## config.mk

```make
export PLATFORM = sky130hd
export DESIGN_NAME = csp_cordic_stage
export DESIGN_NICKNAME = d
export VERILOG_FILES = /design/src/hdl/csp_pkg.sv /design/src/hdl/csp_cordic_stage.sv
export SDC_FILE = /design/constraint.sdc
export NUM_CORES = 1
export LEC_CHECK = 0
export BUFFER_PORTS_ARGS = -buffer_cell sky130_fd_sc_hd__buf_2
export CAP_MARGIN = 25
export CORE_ASPECT_RATIO = 1.1
export CORE_MARGIN = 5
export CORE_UTILIZATION = 52
export DETAILED_ROUTE_END_ITERATION = 10
export PLACE_DENSITY = 0.79
export SETUP_SLACK_MARGIN = 0.05
export SLEW_MARGIN = 40
export SYNTH_ARGS = -nofsm -noshare
export SYNTH_HDL_FRONTEND = slang
export SYNTH_SLANG_ARGS = --single-unit
export TNS_END_PERCENT = 30
```

## constraint.sdc

```tcl
create_clock -name clk -period 3.9 [get_ports clk]
set_input_delay 0.585 -clock clk [delete_from_list [all_inputs] [get_ports clk]]
set_output_delay 0.585 -clock clk [all_outputs]
set_load 0.02 [all_outputs]
```

## src/hdl/csp_pkg.sv

```systemverilog
// shared types, constants and the arctangent table of the cone surface evaluator
// no dependencies
package csp_pkg;

    localparam int CORDIC_STAGES_DEF = 16;
    localparam int ATAN_LEN          = 24;

    localparam int XW = 34;
    localparam int ZW = 35;

    typedef logic signed [XW-1:0] cord_t;
    typedef logic signed [ZW-1:0] ang_t;

    typedef enum logic [2:0] {
        REG_RADIUS      = 3'd0,
        REG_CONE_HEIGHT = 3'd1,
        REG_THETA_MAX   = 3'd2,
        REG_MATRIX_COL0 = 3'd3,
        REG_MATRIX_COL1 = 3'd4,
        REG_MATRIX_COL2 = 3'd5,
        REG_MATRIX_COL3 = 3'd6
    } cfg_reg_t;

    localparam ang_t  ANG_PI      = 35'sd3373259426;
    localparam ang_t  ANG_HALF_PI = 35'sd1686629713;
    localparam ang_t  ANG_TWO_PI  = 35'sd6746518852;
    localparam cord_t CORDIC_GAIN = 34'sd652032874;

    function automatic ang_t csp_atan(input int idx);
        logic [31:0] t;
        begin
            case (idx)
                0:  t = 32'h3243F6A8;
                1:  t = 32'h1DAC6705;
                2:  t = 32'h0FADBAFC;
                3:  t = 32'h07F56EA6;
                4:  t = 32'h03FEAB76;
                5:  t = 32'h01FFD55B;
                6:  t = 32'h00FFFAAA;
                7:  t = 32'h007FFF55;
                8:  t = 32'h003FFFEA;
                9:  t = 32'h001FFFFD;
                10: t = 32'h000FFFFF;
                11: t = 32'h0007FFFF;
                12: t = 32'h0003FFFF;
                13: t = 32'h0001FFFF;
                14: t = 32'h0000FFFF;
                15: t = 32'h00007FFF;
                16: t = 32'h00003FFF;
                17: t = 32'h00001FFF;
                18: t = 32'h00000FFF;
                19: t = 32'h000007FF;
                20: t = 32'h000003FF;
                21: t = 32'h000001FF;
                22: t = 32'h000000FF;
                23: t = 32'h0000007F;
                default: t = 32'h0;
            endcase
            csp_atan = $signed({3'b000, t});
        end
    endfunction

endpackage

```

## src/hdl/csp_cordic_stage.sv

```systemverilog
// one registered rotation-mode cordic stage
// depends on csp_pkg
module csp_cordic_stage #(
    parameter int STAGE_IDX = 0
) (
    input  logic           clk,
    input  logic           en,
    input  csp_pkg::cord_t x_in,
    input  csp_pkg::cord_t y_in,
    input  csp_pkg::ang_t  z_in,
    output csp_pkg::cord_t x_out,
    output csp_pkg::cord_t y_out,
    output csp_pkg::ang_t  z_out
);
    import csp_pkg::*;

    localparam ang_t ATAN_VAL = csp_atan(STAGE_IDX);

    cord_t x_reg, y_reg, x_next, y_next, xs, ys;
    ang_t  z_reg, z_next;

    always_comb
    begin
        xs = x_in >>> STAGE_IDX;
        ys = y_in >>> STAGE_IDX;
        if (!z_in[ZW-1])
        begin
            x_next = x_in - ys;
            y_next = y_in + xs;
            z_next = z_in - ATAN_VAL;
        end
        else
        begin
            x_next = x_in + ys;
            y_next = y_in - xs;
            z_next = z_in + ATAN_VAL;
        end
    end

    always_ff @(posedge clk)
    begin
        if (en)
        begin
            x_reg <= x_next;
            y_reg <= y_next;
            z_reg <= z_next;
        end
    end

    assign x_out = x_reg;
    assign y_out = y_reg;
    assign z_out = z_reg;
endmodule

```

; After elaboration in Yosys (flattened, before gate mapping)
; Index checks and enable logic that the tools add are counted.
; Widths: inputs -> output; s select.
[op_classes]
n_addsub = 5
n_mux = 3
[ops]
columns = operator, count
row1 = $mux 34, 2
row2 = $sub 34x34->34, 2
row3 = $add 35x31->35 const B, 1
row4 = $mux 35, 1
row5 = $sub 35x31->35 const B, 1
row6 = $add 34x34->34, 1
[word_totals]
reg_bits = 103
output_inout_bits = 103
word_cells = 11
input_bits = 105

; Logic depth before layout (Yosys ltp)
[depth]
ltp_word = 2
ltp_mapped = 13
mapped_depth_nobuf = 12

; Worst setup path after synthesis
; OpenSTA, ideal clock, no wires.
[synth_timing]
path_kind = input port to flip-flop
start = input port z_in[34]
end = register z_reg[29], in the netlist z_out[29], data pin
n_path_buf = 2
setup_time_ns = 0.265
setup_slack_ns = 0.108
required_time_ns = 3.635
cell_stages = 13
arrival_ns = 3.527
path_cell_list = clkinv_1 > clkbuf_1 > clkbuf_1 > ha_1 > nand2_1 > o211ai_1 > a21oi_1 > o211ai_1 > a31o_2 > a31oi_1 > o21a_1 > o21ai_0 > xor2_1
[synth_via]
elab_chain_cells = 1
[synth_lines]
columns = element, line_no
row1 = from (decl), csp_cordic_stage.sv:10  ; input csp_pkg::ang_t z_in,
row2 = $mux 35, csp_cordic_stage.sv:26  ; if (!z_in[ZW-1])
row3 = named net z_next[29], csp_cordic_stage.sv:20  ; ang_t z_reg, z_next;
row4 = to (signal assigned), csp_cordic_stage.sv:46  ; z_reg <= z_next;
row5 = to (decl), csp_cordic_stage.sv:20
; The timed path passes the listed nets, and every way through them passes these cells.
; A chain may end at the register's enable or synchronous reset.

; Worst setup path after layout
[layout_timing]
start = input port x_in[5]
end = register y_reg[32], in the netlist y_out[32], data pin
[layout_via]
elab_chain_cells = 2
elab_cells_between_ends = 3
cone_classes = add/sub (2) / mux (1)
[layout_lines]
columns = element, line_no
row1 = from (decl), csp_cordic_stage.sv:8  ; input csp_pkg::cord_t x_in,
row2 = $add 34x34->34 / $sub 34x34->34 (equally long branches), "csp_cordic_stage.sv:29, csp_cordic_stage.sv:35"
row3 = $mux 34 *, csp_cordic_stage.sv:26
row4 = named net y_next[32], csp_cordic_stage.sv:19  ; cord_t x_reg, y_reg, x_next, y_next, xs, ys;
row5 = to (signal assigned), csp_cordic_stage.sv:45  ; y_reg <= y_next;
row6 = to (decl), csp_cordic_stage.sv:19
; Mark *: on every way through the listed nets, which the timed path passes. The rest lies on a longest branch.

==> flow_metrics.tcl <==
set metrics [dict create \
    hpwl_mm 26.19 \
    synthToLayoutAreaGrowth_pct 15.98 \
    async_flop_share_pct 0 \
    htree_levels 3 \
    postRouteAntennaNets 0 \
    period_share_pct 83.30 \
    track_usage_pct 26.95 \
    hold_end "z_out[0]" \
    setup_viol 0 \
    final_nets 1657 \
    ys_seq_area_share_pct 29.07 \
    cts_resized 0 \
    fmax_ghz 0.3078 \
    yosysWarnings 0 \
    numCtsBuffers 9 \
    slew_viol_final 0 \
    crit_path_cell_trace "buf_2 > inv_1 > ha_1 > buf_4 > or2_2 > a211oi_2 > o21ai_2 > o21ai_1 > o221a_2 > o41ai_2 > a221o_1 > o21ai_0 > xnor2_1" \
    cp_slowest_cell "ha_1" \
    hold_viol 0 \
    drive_above_1_share_pct 20.03 \
    instances_no_fill 1675 \
    route.vias.total 10060 \
    finalInstanceArea_sq_mm 0.01222 \
    num-fill-cells 1795 \
    finalWirelength_mm 32.62 \
    cts_max_path_buffers 2 \
    leakage_nw 5.533 \
    antennaDiodeCount 0 \
    min_from "z_in[0]" \
    synth_top_area_cell "edfxtp_1" \
    row_count 54 \
    critPathCaptureType "register" \
    ys_top_cells_by_count "130 x a21oi_1, 130 x ha_1, 106 x inv_1" \
    die_h_um 159.3 \
    tritoncts "yes" \
    hold_path_class "in -> reg" \
    drt_pass1_iterations 5 \
    status "complete, no violations" \
    place_inst 1659 \
    place_area_sq_mm 0.01191 \
    startpoint_type "input pin" \
    relSlewSlack_pct 47.45 \
    syn-cell-area_sq_mm 0.01054 \
    viasPerCell 6.008 \
    cp-startpoint "x_in[5]" \
    rsz0062_at_grt "no" \
    power_density_mw_per_mm2 352.5 \
    clock-root-buffer "clkbuf_16" \
    yosys-top-cells-area "edfxtp_1 29%, ha_1 15%, a21oi_1 6.2%" \
    critical_path_class "in -> reg" \
    path_clk_slew_ps 80 \
    slowest_delay_ps 400 \
    cts_hold_buf 0 \
    die-area_sq_mm 0.02321 \
    whs_path_depth 1 \
    pin_count 208 \
    max_slew.worst_pin.slew_ps 777.3 \
    synth_edf_count 102 \
    synth_ff_type "edfxtp_1" \
    cts_setup_buffers 0 \
    core-area_sq_mm 0.01986 \
    synth_nets 1459 \
    globalplace.congestion 0.9859 \
    grt_max_degree 70 \
    path_max_fanout 7 \
    maxCapViolCount 0 \
    layout_min_cycle_time_ps 3249 \
    grt_pass1_vias 9847 \
    cts.sinks 102 \
    worstPathArrival_ps 3360 \
    port_buffers 207 \
    start_util_pct 53.04 \
    yosysUniqueCellTypes 81 \
    drtIter0Drc 944 \
    synth_top_area_share_pct 29.07 \
    avgSynthCellArea_sq_um 8.636 \
    worstPathRequired_ps 4010 \
    die_w_um 145.7 \
    antenna_found_initial 0 \
    overflow 0 \
    detail_route.wl_per_cell_um 19.47 \
    syn_inst 1220 \
    tns_ps 0 \
    vdd_drop_max_uv 261.1 \
    grt_first_pass_wirelength_mm 51.50 \
    ys_ff_latch 102 \
    drc_errors 0 \
]
cell families after synthesis:
group	count (synthesis)	share of synthesized area, %
AOI/OAI and AO/OA	416	25.72
xor gates and xnor gates	89	7.398
adders and majority gates	134	16.20
buffers and inverters	161	5.926
DFF	102	29.07
muxes	12	1.140
and+or+nand+nor	306	14.55
state kept, by name (all words and copies together), names as in the netlist:
| signal | count |
|---|---|
| z_out | 35 |
| y_out | 33 |
| x_out | 34 |
stage by stage:
stage | utilization [%] | total power [mW] | hold WS, ps | setup WS, ps
global placement | 59.97 | 3.316 | 762.8 | 366.8
floorplan | - | 2.735 | 683.9 | 108.0
finish | 61.52 | 4.308 | 406.8 | 651.3
detailed placement | 59.97 | 3.335 | 769.0 | 295.7
CTS | 61.52 | 4.303 | 395.1 | 666.3
global route | 61.52 | 4.531 | 387.9 | 498.6
layer usage:
layer | share of wire [%] | track usage, % | up-vias | wire length, um
li1 | - | - | 4830 | -
met1 | 40 | 33.61 | 4713 | 13090
met2 | 50 | 47.68 | 461 | 16370
met3 | 6.8 | 4.099 | 59 | 2219
met4 | 2.9 | 8.609 | 0 | 931
met5 | 0 | 0 | - | 0
layout by cell type (no fill, tap or decap), types with 19 or more instances in the layout:
master and instances:
a21o_1 39, o21bai_1 22, nand3_1 21, buf_2 206, xor2_1 19, nor2_1 75
o21ai_0 87, inv_1 106, edfxtp_1 102, nor3_1 25, a21oi_1 130, nor2b_1 22
buf_4 28, ha_1 130, xnor2_1 70, nand2_1 76
critical path, delay by kind of cell:
| kind | cells | cell delay (ps) |
|---|---|---|
| AO/OA/AOI/OAI | 7 | 1640 |
| AND/OR/NAND/NOR | 1 | 280 |
| XOR/XNOR | 1 | 100 |
| buffers and inverters | 3 | 350 |
| adder cells (fa/ha/maj) | 1 | 400 |
power breakdown:
group	switching (mW)	internal (mW)
Sequential	0.0479	1.45
Clock	0.456	0.509
Combinational	1.17	0.675
how the worst max path moves through the flow:
stage | end | slack, ps | cells past startpoint
finish | y_out[32] | 650 | 13
global route | x_out[29] | 500 | 12
CTS | y_out[32] | 670 | 13
floorplan | z_out[29] | 110 | 13
detailed placement | y_out[32] | 300 | 13
global placement | y_out[32] | 370 | 13
final cells by class:
type | instances | area (sq um) | area share, %
multi-input cells | 957 | 6849 | 56.05
flip-flops and latches | 102 | 3063 | 25.06
repair buffers | 235 | 1261 | 10.32
inverters | 113 | 424.2 | 3.471
well taps | 252 | 315.3 | 2.580
clock buffers | 9 | 225.2 | 1.843
clock inverters | 7 | 82.58 | 0.6757
Note: power is estimated with default switching activity, not from simulation.
